File: src/rtl/core/mpbm_pkg.sv
// ----------------------------------------------------------------------------
// mpbm_pkg
// Shared sizes, command codes and controller/datapath interface types.
// ----------------------------------------------------------------------------
`default_nettype none
package mpbm_pkg;

    localparam int MAX_NODES    = 4096;
    localparam int ALPHABET     = 256;
    localparam int MAX_PATTERNS = 1024;
    localparam int NODE_W       = $clog2(MAX_NODES);
    localparam int SYM_W        = $clog2(ALPHABET);
    localparam int SLOT_W       = $clog2(MAX_PATTERNS);
    localparam int GOTO_DEPTH   = MAX_NODES * ALPHABET;
    localparam int GOTO_AW      = NODE_W + SYM_W;
    localparam int CNT_W        = 11;
    localparam int PID_W        = 11;
    localparam logic [CNT_W-1:0] COUNT_MAX = '1;

    localparam logic [1:0] CMD_CLEAR   = 2'd0;
    localparam logic [1:0] CMD_PATTERN = 2'd1;
    localparam logic [1:0] CMD_BUILD   = 2'd2;
    localparam logic [1:0] CMD_TEXT    = 2'd3;

    localparam logic [4:0] OP_IDLE     = 5'd0;
    localparam logic [4:0] OP_SWEEP    = 5'd1;
    localparam logic [4:0] OP_DISPATCH = 5'd2;
    localparam logic [4:0] OP_INS_RD   = 5'd3;
    localparam logic [4:0] OP_INS_TRD  = 5'd4;
    localparam logic [4:0] OP_INS_TWR  = 5'd5;
    localparam logic [4:0] OP_SEEN_CLR = 5'd6;
    localparam logic [4:0] OP_B_CHECK  = 5'd7;
    localparam logic [4:0] OP_B_RRD    = 5'd8;
    localparam logic [4:0] OP_B_RCK    = 5'd9;
    localparam logic [4:0] OP_B_POP    = 5'd10;
    localparam logic [4:0] OP_B_P      = 5'd11;
    localparam logic [4:0] OP_B_F      = 5'd12;
    localparam logic [4:0] OP_B_RC     = 5'd13;
    localparam logic [4:0] OP_B_RT     = 5'd14;
    localparam logic [4:0] OP_B_W      = 5'd15;
    localparam logic [4:0] OP_T_RD     = 5'd16;
    localparam logic [4:0] OP_T_CHK    = 5'd17;
    localparam logic [4:0] OP_T_EV     = 5'd18;
    localparam logic [4:0] OP_T_SEEN   = 5'd19;
    localparam logic [4:0] OP_T_NEXT   = 5'd20;
    localparam logic [4:0] OP_EMIT     = 5'd21;

    typedef struct packed {
        logic [4:0] op;
    } t_dp_cmd;

    typedef struct packed {
        logic [1:0] cmd;
        logic       last;
        logic       built;
        logic       ins_blocked;
        logic       ins_full;
        logic       sweep_last;
        logic       seen_last;
        logic       sym_last;
        logic       queue_empty;
        logic       term_nz;
        logic       t_root;
        logic       out_free;
    } t_dp_status;

endpackage
`default_nettype wire

File: src/rtl/core/mpbm_ctrl.sv
// ----------------------------------------------------------------------------
// mpbm_ctrl
// Sequencer for clear sweep, insertion, breadth-first build and text walk.
// ----------------------------------------------------------------------------
`default_nettype none
module mpbm_ctrl import mpbm_pkg::*; (
    input  wire logic       i_clk,
    input  wire logic       i_rst_n,
    input  wire logic       i_valid,
    output logic            o_stall,
    input  wire t_dp_status i_status,
    output t_dp_cmd         o_cmd_dp
);
    localparam logic [4:0] S_IDLE = OP_IDLE;
    logic [4:0] r_state, n_state;

    always_comb begin
        n_state = r_state;
        case (r_state)
            S_IDLE:      if (i_valid) n_state = OP_DISPATCH;
            OP_SWEEP:    if (i_status.sweep_last) n_state = S_IDLE;
            OP_DISPATCH: begin
                case (i_status.cmd)
                    CMD_CLEAR:   n_state = OP_SWEEP;
                    CMD_PATTERN: n_state = i_status.ins_blocked ? S_IDLE : OP_INS_RD;
                    CMD_BUILD:   n_state = OP_SEEN_CLR;
                    default:     n_state = OP_T_RD;
                endcase
            end
            OP_INS_RD:   n_state = (!i_status.ins_full && i_status.last) ? OP_INS_TRD
                                                                          : S_IDLE;
            OP_INS_TRD:  n_state = OP_INS_TWR;
            OP_INS_TWR:  n_state = S_IDLE;
            OP_SEEN_CLR: if (i_status.seen_last)
                             n_state = (i_status.cmd == CMD_BUILD) ? OP_B_CHECK : S_IDLE;
            OP_B_CHECK:  n_state = i_status.built ? S_IDLE : OP_B_RRD;
            OP_B_RRD:    n_state = OP_B_RCK;
            OP_B_RCK:    n_state = i_status.sym_last ? OP_B_POP : OP_B_RRD;
            OP_B_POP:    n_state = i_status.queue_empty ? S_IDLE : OP_B_P;
            OP_B_P:      n_state = OP_B_F;
            OP_B_F:      n_state = OP_B_RC;
            OP_B_RC:     n_state = OP_B_RT;
            OP_B_RT:     n_state = OP_B_W;
            OP_B_W:      n_state = i_status.sym_last ? OP_B_POP : OP_B_RC;
            OP_T_RD:     n_state = OP_T_CHK;
            OP_T_CHK:    n_state = OP_T_EV;
            OP_T_EV:     n_state = i_status.term_nz ? OP_T_SEEN : OP_T_NEXT;
            OP_T_SEEN:   n_state = OP_T_NEXT;
            OP_T_NEXT: begin
                if (!i_status.t_root) n_state = OP_T_CHK;
                else n_state = i_status.last ? OP_EMIT : S_IDLE;
            end
            OP_EMIT:     if (i_status.out_free) n_state = OP_SEEN_CLR;
            default:     n_state = S_IDLE;
        endcase
    end

    always_ff @(posedge i_clk) begin
        if (!i_rst_n) begin
            r_state <= OP_SWEEP;
        end else begin
            r_state <= n_state;
        end
    end

    assign o_stall     = (r_state != S_IDLE);
    assign o_cmd_dp.op = r_state;
endmodule
`default_nettype wire

File: config.mk
export PLATFORM = sky130hd
export DESIGN_NAME = mpbm_ctrl
export DESIGN_NICKNAME = d
export VERILOG_FILES = /design/src/rtl/core/mpbm_pkg.sv /design/src/rtl/core/mpbm_ctrl.sv
export SDC_FILE = /design/constraint.sdc
export NUM_CORES = 1
export LEC_CHECK = 0
export ABC_AREA = 1
export BUFFER_PORTS_ARGS = -buffer_cell sky130_fd_sc_hd__buf_4
export CORE_MARGIN = 2
export CORE_UTILIZATION = 41
export CTS_BUF_LIST = sky130_fd_sc_hd__clkbuf_16
export DETAILED_ROUTE_END_ITERATION = 12
export PLACE_DENSITY = 0.67
export REMOVE_ABC_BUFFERS = 1
export SLEW_MARGIN = 10
export SYNTH_ARGS = -nofsm -noshare
export SYNTH_HDL_FRONTEND = slang
export SYNTH_SLANG_ARGS = --single-unit
export TNS_END_PERCENT = 1
File: constraint.sdc
create_clock -name i_clk -period 2 [get_ports i_clk]
set_clock_uncertainty 0.1 [all_clocks]
set_input_delay 0.2 -clock i_clk [delete_from_list [all_inputs] [get_ports i_clk]]
set_output_delay 0.2 -clock i_clk [all_outputs]
set_load 0.1 [all_outputs]
; Word-level counts from Yosys, hierarchy flattened
; Index checks and enable logic that the tools add are counted.
; W data, S select, Z words.
[totals]
latch_bits = 0
mem_count = 0
word_cells = 49
romBits = 0
reg_bits = 5
mem_bits_rw = 0
[classes]
multipliers = 0
addsub = 0
eq_ne = 26
n_bitwise = 0
n_div = 0
reduce_logical = 6
muxes = 16
order_cmp = 0
shifts = 0
[op_table]
columns = operator, n
row1 = $pmux W5 S21, 1
row2 = $eq A5 B4 Y1 const B, 8
row3 = $eq A5 B5 Y1 const B, 6
row4 = $mux W5, 6
row5 = $eq A5 B3 Y1 const B, 3
row6 = $pmux W5 S3, 1
row7 = $mux W3, 4
row8 = $eq A5 B2 Y1 const B, 2
row9 = $mux W4, 2
row10 = $ne A2 B2 Y1 const B, 4
row11 = $eq A5 B1 Y1 const B, 1
row12 = $logic_not A5 Y1, 1
row13 = $reduce_bool A5 Y1, 1
row14 = $mux W2, 2
row15 = $reduce_and A4 Y1, 1
row16 = $eq A2 B1 Y1 const B, 1
row17 = $eq A2 B2 Y1 const B, 1
row18 = $logic_not A2 Y1, 1
row19 = $logic_and A1 B1 Y1, 1
row20 = $logic_not A1 Y1, 1

; Longest topological paths before layout
; Gate-level depths: netlist of the first run.
[depth]
ltp_word = 4
ltp_mapped = 10
mapped_depth_nobuf = 10

; Least setup slack after synthesis of the first run
; Ideal clock, no wire load.
[synth_timing]
path_kind = register -> register
from = register r_state[4] (netlist: o_cmd_dp[4])
to = register r_state[0] (netlist: o_cmd_dp[0])
setup_slack_ns = -0.644
setup_ns = 0.113
stages_incl_launch_ff = 10
arrival_time_ns = 2.431
required_time_ns = 1.787
path_cell_list = dfxtp_1 inv_1 nand2_1 nor2_2 inv_1 o21ai_2 nor2_2 nor2_1 nor2_1 nand2_1
[synth_between]
elab_chain_len = 3
[synth_lines]
columns = element, line
row1 = start: declaration, mpbm_ctrl.sv:15  ; logic [4:0] r_state, n_state;
row2 = start signal: assignment, mpbm_ctrl.sv:62  ; r_state <= n_state;
row3 = "$eq A5 B1 Y1, or another cell as far along", mpbm_ctrl.sv:19  ; case (r_state)
row4 = $ne A2 B2 Y1 (no line), -
row5 = $reduce_and A4 Y1 (no line), -
; Several ways; a longest one is shown, not always the timed one.
; A chain may end at the register's enable or synchronous reset.

; Worst setup path after layout of the first run
[layout_timing]
from = register r_state[4] (netlist: o_cmd_dp[4])
to = output port o_stall
[layout_between]
elab_chain_len = 1
[layout_lines]
columns = element, line
row1 = $reduce_bool A5 Y1, mpbm_ctrl.sv:66  ; assign o_stall = (r_state != S_IDLE);
row2 = end: declaration, mpbm_ctrl.sv:10  ; output logic o_stall,
; Every way passes these cells.

==> flow_metrics.env, run 1 <==
export IMPL_layout_common_cells="nand2_1 (35), buf_4 (22), inv_1 (17), nor2_1 (17), nand3_1 (14)"
export IMPL_fin_nets=159
export IMPL_cts_buffer_depth=2
export IMPL_cp_end_kind="output pin"
export IMPL_fin_crit_sh=0.864
export IMPL_holdPathStages=3
export IMPL_clockRootBuffer="clkbuf_16"
export IMPL_mostFrequentLayoutCell="nand2_1"
export IMPL_setup_viol=0
export IMPL_critPathArrivalTime_ns=1.43
export IMPL_synth_area_um2=617
export IMPL_drive_gt1_frac=0.239
export IMPL_antenna_found_initial=0
export IMPL_max_freq_mhz=579
export IMPL_largest_register_ffs=5
export IMPL_critPathMaxFanout=7
export IMPL_initial_core_util=0.457
export IMPL_synthCells=117
export IMPL_drv_cap=0
export IMPL_route_vias_total=852
export IMPL_cts_clk_slew_worst_paths_ns=0.04
export IMPL_htreeDepth=1
export IMPL_r2r_end="o_cmd_dp[2]"
export IMPL_drt_iter0_markers=44
export IMPL_die_area_um2=1830
export IMPL_dr_max_layer_used="met4"
export IMPL_p_leak_nw=0.481
export IMPL_postCtsSetupRepairBufs=0
export IMPL_netlist_top_cells_area="nand2_1 (21%), dfxtp_1 (16%), nand3_1 (11%), nor2_1 (10%), inv_1 (9.7%)"
export IMPL_cts_sinks=5
export IMPL_routed_wl_um=1820
export IMPL_grt_overflow_total=0
export IMPL_synth_largest_area_cell="nand2_1"
export IMPL_vias_per_cell=5.43
export IMPL_track_usage=0.219
export IMPL_status="complete, no violations"
export IMPL_hold_buffers=0
export IMPL_ff2ff_setup_slack_ns=0.45
export IMPL_startpoint_type="flip-flop"
export IMPL_io_buffers=21
export IMPL_fin_setup_tns_ns=0
export IMPL_yosysUniqueCellTypes=16
export IMPL_grt_pass1_vias=724
export IMPL_antenna_left=0
export IMPL_ys_ff_latch=5
export IMPL_rsz0062_at_grt="no"
export IMPL_core_area_um2=1350
export IMPL_pin_count=22
export IMPL_cts_tree="built"
export IMPL_synthToLayoutAreaGrowth_pct=40.4
export IMPL_wl_met3_um=150
export IMPL_gp_congestion=0.858
export IMPL_r2r_start="o_cmd_dp[1]"
export IMPL_final_max_slew_viol_count=0
export IMPL_clock_latency_ns=0.23
export IMPL_hold_viol=0
export IMPL_yosysWarningCount=0
export IMPL_final_util=0.641
export IMPL_fin_crit_ns=1.73
export IMPL_place_hpwl_um=1400
export IMPL_core_rowCount=13
export IMPL_cp_required_ns=1.70
export IMPL_r2r_cells=7
export IMPL_synth_area_per_cell_um2=5.27
export IMPL_grt_max_degree=10
export IMPL_wl_met1_um=802
export IMPL_diodes=0
export IMPL_met2WireLength_um=832
export IMPL_grt_pass1_wl_um=3080
export IMPL_powerDensity_nw_per_um2=727
export IMPL_max_slew_margin_rel=0.811
export IMPL_seq_area_frac_synth=0.162
export IMPL_firstDrtPassIters=4
export IMPL_chipHeight_um=42.8
export IMPL_drc=0
export IMPL_crit_path_end="o_stall"
export IMPL_startpoint="o_cmd_dp[4]"
export IMPL_synth_top_cell_area_share=0.213
export IMPL_routedWlPerCell_um=11.6
export IMPL_holdCritPathClass="primary input to flip-flop"
export IMPL_tightestPinTransition_ns=0.283
export IMPL_cts_resized=0
export IMPL_ir_drop_uv=591
export IMPL_numCtsBuffers=3
export IMPL_criticalPathCategory="flip-flop to output pin"
export IMPL_dieWidth_um=42.8
logic make-up after synthesis:
kind of cell | Yosys count | share of synthesized area
flops | 5 | 0.162
compound gates | 14 | 0.124
simple gates | 79 | 0.582
buf+inv | 19 | 0.132
layout make-up:
class                           count  area (µm²)
Clock buffer                        3        75.1
Timing Repair Buffer               22         165
Fill cell                         136         484
Tap cell                           15        18.8
Multi-Input combinational cell     93         435
Sequential cell                     5         100
Clock inverter                      1        3.75
Inverter                           18        67.6
cell usage after synthesis:
library cell  instances
nand3_1              14
inv_2                 2
o21ai_1               1
o21ai_2               1
nor2_2                4
nand4_1               5
clkbuf_8              1
nand3b_1              2
nor2_4                2
o21ai_0               3
nand2_1              35
nor2_1               17
dfxtp_1               5
a21oi_1               7
inv_1                16
a31oi_1               2
routing by layer:
metal,GRT usage,up-vias
met5,0,-
met1,0.311,371
met4,0.113,0
li1,-,432
met3,0.0170,4
met2,0.324,45
through the flow:
| step | hold WS [ns] | setup WS [ns] | total power [W] | cells | area (µm²) |
|---|---|---|---|---|---|
| floorplan | 0.282 | -0.863 | 0.000250 | 116 | 603 |
| finish | 0.191 | 0.272 | 0.000630 | 157 | 866 |
| CTS | 0.187 | 0.297 | 0.000630 | 157 | 866 |
| detailed placement | 0.406 | 0.501 | 0.000303 | 153 | 787 |
| global route | 0.217 | 0.210 | 0.000658 | 157 | 866 |
| global placement | 0.414 | 0.437 | 0.000304 | 153 | 787 |
power breakdown:
group,switching [W],internal [W]
combinational,0.000131,0.0000548
clock,0.0000660,0.000259
sequential,0.0000121,0.000106
critical path, cell delays in order, from the launching register on:
cell     delay [ns]
dfxtp_1        0.47
inv_1          0.16
nand2_1        0.15
nor2_2         0.05
inv_1          0.08
buf_4          0.29
worst min path at each step:
stage                             from           to  slack (ns)
after floorplan           i_status[11]  o_cmd_dp[4]        0.28
after global placement         i_rst_n  o_cmd_dp[2]        0.41
after detailed placement       i_rst_n  o_cmd_dp[2]        0.41
after CTS                  i_status[5]  o_cmd_dp[1]        0.19
after global routing       i_status[5]  o_cmd_dp[1]        0.22
final                          i_rst_n  o_cmd_dp[2]        0.19
No activity file was read; power rests on OpenSTA's default activity.
==> inputs of run 2 (changes only) <==
--- a/config.mk
+++ b/config.mk
@@ -7,6 +7,7 @@
 export LEC_CHECK = 0
 export ABC_AREA = 1
 export BUFFER_PORTS_ARGS = -buffer_cell sky130_fd_sc_hd__buf_4
+export CAP_MARGIN = 20
 export CORE_MARGIN = 2
 export CORE_UTILIZATION = 41
 export CTS_BUF_LIST = sky130_fd_sc_hd__clkbuf_16
==> constraint.sdc (replaced) <==
create_clock -name i_clk -period 2 [get_ports i_clk]
set_clock_uncertainty 0.1 [all_clocks]
set_input_delay 0.4 -clock i_clk [delete_from_list [all_inputs] [get_ports i_clk]]
set_output_delay 0.4 -clock i_clk [all_outputs]
set_load 0.1 [all_outputs]
==> flow_metrics.env, run 2 (synthesized netlist as in run 1, its figures left out) <==
export IMPL_initial_core_util=0.457
export IMPL_ir_drop_uv=646
export IMPL_holdWs_ns=0.376
export IMPL_chipHeight_um=42.8
export IMPL_critPathMaxFanout=7
export IMPL_p_int_w=0.000420
export IMPL_grt_pass1_wl_um=2970
export IMPL_firstDrtPassIters=5
export IMPL_track_usage=0.212
export IMPL_tightestPinTransition_ns=0.287
export IMPL_drv_cap=0
export IMPL_final_max_slew_viol_count=0
export IMPL_setup_viol=0
export IMPL_route_vias_total=807
export IMPL_die_area_um2=1830
export IMPL_routedWlPerCell_um=11.4
export IMPL_core_rowCount=13
export IMPL_max_slew_margin_rel=0.808
export IMPL_cts_sinks=5
export IMPL_io_buffers=21
export IMPL_max_freq_mhz=543
export IMPL_cts_buffer_depth=2
export IMPL_cp_end_kind="output pin"
export IMPL_status="complete, no violations"
export IMPL_largest_register_ffs=5
export IMPL_layout_common_cells="nand2_1 (35), buf_4 (22), inv_1 (17), nor2_1 (17), nand3_1 (14)"
export IMPL_cts_resized=0
export IMPL_p_leak_nw=0.481
export IMPL_swShare=0.331
export IMPL_combPwrFrac=0.300
export IMPL_holdCritPathClass="primary input to flip-flop"
export IMPL_hold_viol=0
export IMPL_synthToLayoutAreaGrowth_pct=40.4
export IMPL_critPathMaxStageDelay_ns=0.36
export IMPL_place_hpwl_um=1430
export IMPL_antenna_left=0
export IMPL_htreeDepth=1
export IMPL_clock_latency_ns=0.23
export IMPL_power_switching_w=0.000207
export IMPL_critPathArrivalTime_ns=1.34
export IMPL_fin_crit_sh=0.922
export IMPL_hold_buffers=0
export IMPL_criticalPathCategory="flip-flop to output pin"
export IMPL_startpoint_type="flip-flop"
export IMPL_grt_max_degree=14
export IMPL_drive_gt1_frac=0.239
export IMPL_dieWidth_um=42.8
export IMPL_place_area_um2=787
export IMPL_mostFrequentLayoutCell="nand2_1"
export IMPL_drt_iter0_markers=40
export IMPL_postCtsSetupRepairBufs=0
export IMPL_grt_pass1_vias=686
export IMPL_drc=0
export IMPL_pin_count=22
export IMPL_total_power_w=0.000627
export IMPL_cp_top_family="simple AND/OR/NAND/NOR gates"
export IMPL_place_inst=153
export IMPL_cp_required_ns=1.50
export IMPL_crit_buf_inv=2
export IMPL_powerDensity_nw_per_um2=724
export IMPL_fin_crit_ns=1.84
export IMPL_p_clk_frac=0.512
export IMPL_crit_path_top_delay_cell="dfxtp_1"
export IMPL_rsz0062_at_grt="no"
export IMPL_antenna_found_initial=0
export IMPL_routed_wl_um=1780
export IMPL_gp_congestion=0.859
export IMPL_fin_setup_tns_ns=0
export IMPL_fin_area_um2=866
export IMPL_path_cells="nor2_2 -> nand2_1 -> nor2_2 -> inv_1 -> buf_4"
export IMPL_cts_clk_slew_worst_paths_ns=0.03
export IMPL_clockRootBuffer="clkbuf_16"
export IMPL_fin_nets=159
export IMPL_diodes=0
export IMPL_grt_overflow_total=0
export IMPL_layout_cells_non_filler=157
export IMPL_cpMostUsedCell="nor2_2"
export IMPL_core_area_um2=1350
export IMPL_cts_tree="built"
export IMPL_vias_per_cell=5.14
export IMPL_numCtsBuffers=3
export IMPL_sequentialPowerShare=0.188
[run 2: cell counts in the layout (fill, tap and decap cells not counted)]
No cell type changed its count.
[run 2: path summary, 6_finish.rpt]
check	start	to	slack, ns	cells after the start
max reg2reg	o_cmd_dp[3]	o_cmd_dp[0]	0.45	9
min	i_rst_n	o_cmd_dp[2]	0.38	3
min reg2reg	o_cmd_dp[2]	o_cmd_dp[2]	0.50	2
max	o_cmd_dp[1]	o_stall	0.16	5
[run 2: per-layer routing]
layer	track usage	part of all wire
met1	0.304	0.45
met2	0.309	0.43
met3	0.0213	0.10
met4	0.106	0.015
met5	0	0
[run 2: stage by stage]
step | utilization | worst slack, ns
after CTS | 0.641 | 0.169
after global routing | 0.641 | 0.0619
final | 0.641 | 0.157
after detailed placement | 0.583 | 0.410
after global placement | 0.583 | 0.442
after floorplan | - | -0.863
[run 2: power by group through the flow]
| stage | registers (W) | logic [W] | clock network, W |
|---|---|---|---|
| 4_1_cts | 0.000117 | 0.000187 | 0.000328 |
| 2_1_floorplan | 0.000159 | 0.0000906 | 0 |
| 3_3_place_gp | 0.000118 | 0.000187 | 0 |
| 5_1_grt | 0.000119 | 0.000203 | 0.000337 |
| 6_report | 0.000118 | 0.000188 | 0.000321 |
| 3_5_place_dp | 0.000119 | 0.000186 | 0 |
[run 2: final cells by class]
type | count | area, µm²
fill | 126 | 484
multi-input combinational | 93 | 435
inverter | 18 | 67.6
timing repair buffer | 22 | 165
tap | 15 | 18.8
sequential | 5 | 100
clock inverter | 1 | 3.75
clock buffer | 3 | 75.1
[run 2: worst min-delay path: cells and delay by family]
family          cells  cell delay [ns]
buf+inv             2             0.15
compound gates      1             0.11
==> inputs of run 3 (changes only) <==
--- a/config.mk
+++ b/config.mk
@@ -13,6 +13,7 @@
 export CTS_BUF_LIST = sky130_fd_sc_hd__clkbuf_16
 export DETAILED_ROUTE_END_ITERATION = 12
 export PLACE_DENSITY = 0.67
+export RECOVER_POWER = 25
 export REMOVE_ABC_BUFFERS = 1
 export SLEW_MARGIN = 10
 export SYNTH_ARGS = -nofsm -noshare
==> flow_metrics.env, run 3 (synthesized netlist as in run 1, its figures left out) <==
export IMPL_gp_congestion=0.859
export IMPL_cp_top_family="simple AND/OR/NAND/NOR gates"
export IMPL_combPwrFrac=0.299
export IMPL_cts_clk_slew_worst_paths_ns=0.03
export IMPL_rsz0062_at_grt="no"
export IMPL_cts_resized=0
export IMPL_wl_met1_um=797
export IMPL_criticalPathCategory="flip-flop to output pin"
export IMPL_hold_buffers=0
export IMPL_antenna_left=0
export IMPL_grt_pass1_wl_um=2970
export IMPL_die_area_um2=1830
export IMPL_clock_latency_ns=0.23
export IMPL_sequentialPowerShare=0.188
export IMPL_diodes=0
export IMPL_core_rowCount=13
export IMPL_grt_max_degree=14
export IMPL_critPathArrivalTime_ns=1.35
export IMPL_status="complete, no violations"
export IMPL_crit_path_top_delay_cell="dfxtp_1"
export IMPL_fin_crit_sh=0.924
export IMPL_io_buffers=21
export IMPL_crit_buf_inv=2
export IMPL_critPathMaxFanout=8
export IMPL_critPathMaxStageDelay_ns=0.38
export IMPL_holdCritPathClass="primary input to flip-flop"
export IMPL_routed_wl_um=1790
export IMPL_p_int_w=0.000419
export IMPL_synthToLayoutAreaGrowth_pct=39.6
export IMPL_p_clk_frac=0.513
export IMPL_drc=0
export IMPL_antenna_found_initial=0
export IMPL_cts_buffer_depth=2
export IMPL_power_switching_w=0.000208
export IMPL_largest_register_ffs=5
export IMPL_met2WireLength_um=780
export IMPL_hold_viol=0
export IMPL_cts_tree="built"
export IMPL_htreeDepth=1
export IMPL_track_usage=0.212
export IMPL_place_area_um2=787
export IMPL_dieWidth_um=42.8
export IMPL_final_util=0.638
export IMPL_fin_nets=159
export IMPL_numCtsBuffers=3
export IMPL_final_max_slew_viol_count=0
export IMPL_cpMostUsedCell="nor2_2"
export IMPL_dr_max_layer_used="met4"
export IMPL_postCtsSetupRepairBufs=0
export IMPL_core_area_um2=1350
export IMPL_r2r_start="o_cmd_dp[3]"
export IMPL_startpoint="o_cmd_dp[0]"
export IMPL_mostFrequentLayoutCell="nand2_1"
export IMPL_cp_end_kind="output pin"
export IMPL_wl_met3_um=187
export IMPL_swShare=0.332
export IMPL_firstDrtPassIters=4
export IMPL_grt_overflow_total=0
export IMPL_cts_sinks=5
export IMPL_fin_area_um2=861
export IMPL_vias_per_cell=5.18
export IMPL_path_cells="nor2_2 -> nand2_1 -> nor2_2 -> inv_1 -> buf_4"
export IMPL_cp_required_ns=1.50
export IMPL_drt_iter0_markers=47
export IMPL_place_hpwl_um=1430
export IMPL_clockRootBuffer="clkbuf_16"
export IMPL_powerDensity_nw_per_um2=728
export IMPL_drv_cap=0
export IMPL_ir_drop_uv=633
export IMPL_routedWlPerCell_um=11.4
export IMPL_initial_core_util=0.457
export IMPL_max_freq_mhz=541
export IMPL_p_leak_nw=0.479
export IMPL_startpoint_type="flip-flop"
export IMPL_fin_setup_tns_ns=0
export IMPL_min_delay_start="i_rst_n"
export IMPL_tightestPinTransition_ns=0.553
export IMPL_pin_count=22
export IMPL_chipHeight_um=42.8
export IMPL_route_vias_total=814
export IMPL_drive_gt1_frac=0.239
export IMPL_setup_viol=0
export IMPL_max_slew_margin_rel=0.633
export IMPL_fin_crit_ns=1.85
export IMPL_layout_common_cells="nand2_1 (35), buf_4 (20), inv_1 (17), nor2_1 (17), nand3_1 (14)"
export IMPL_grt_pass1_vias=686
-- run 3: layout make-up --
cell class,count,area (µm²)
fillers,128,489
multi-input cells,93,435
repair buffers,22,160
flip-flops and latches,5,100
clock buffers,3,75.1
inverters,18,67.6
well taps,15,18.8
clock inverters,1,3.75
-- run 3: worst paths after layout --
check	endpoint	slack, ns	cells past startpoint
worst max-delay path	o_stall	0.15	5
worst min-delay path	o_cmd_dp[2]	0.38	3
worst max register to register	o_cmd_dp[0]	0.45	9
worst min register to register	o_cmd_dp[2]	0.50	2
-- run 3: through the flow --
| stage | hold slack [ns] | power [W] | instances | setup WS [ns] |
|---|---|---|---|---|
| floorplan | 0.482 | 0.000250 | 116 | -0.863 |
| global placement | 0.475 | 0.000304 | 153 | 0.442 |
| detailed placement | 0.490 | 0.000305 | 153 | 0.410 |
| CTS | 0.378 | 0.000632 | 157 | 0.169 |
| global route | 0.427 | 0.000658 | 157 | 0.0619 |
| finish | 0.376 | 0.000626 | 157 | 0.153 |
-- run 3: tightest hold or removal path, delay by kind of cell --
| kind | cells | cell delay, ns |
|---|---|---|
| buf+inv | 2 | 0.15 |
| compound gates | 1 | 0.11 |
-- run 3: per-layer routing --
layer	track usage	vias up
li1	-	428
met1	0.304	338
met2	0.309	45
met3	0.0213	3
met4	0.106	0
met5	0	-
-- run 3: power groups by stage --
stage          Sequential, W  Clock, W  Combinational (W)
5_1_grt             0.000119  0.000337           0.000202
2_1_floorplan       0.000159         0          0.0000906
3_3_place_gp        0.000118         0           0.000187
3_5_place_dp        0.000119         0           0.000186
6_report            0.000118  0.000321           0.000188
4_1_cts             0.000117  0.000328           0.000187
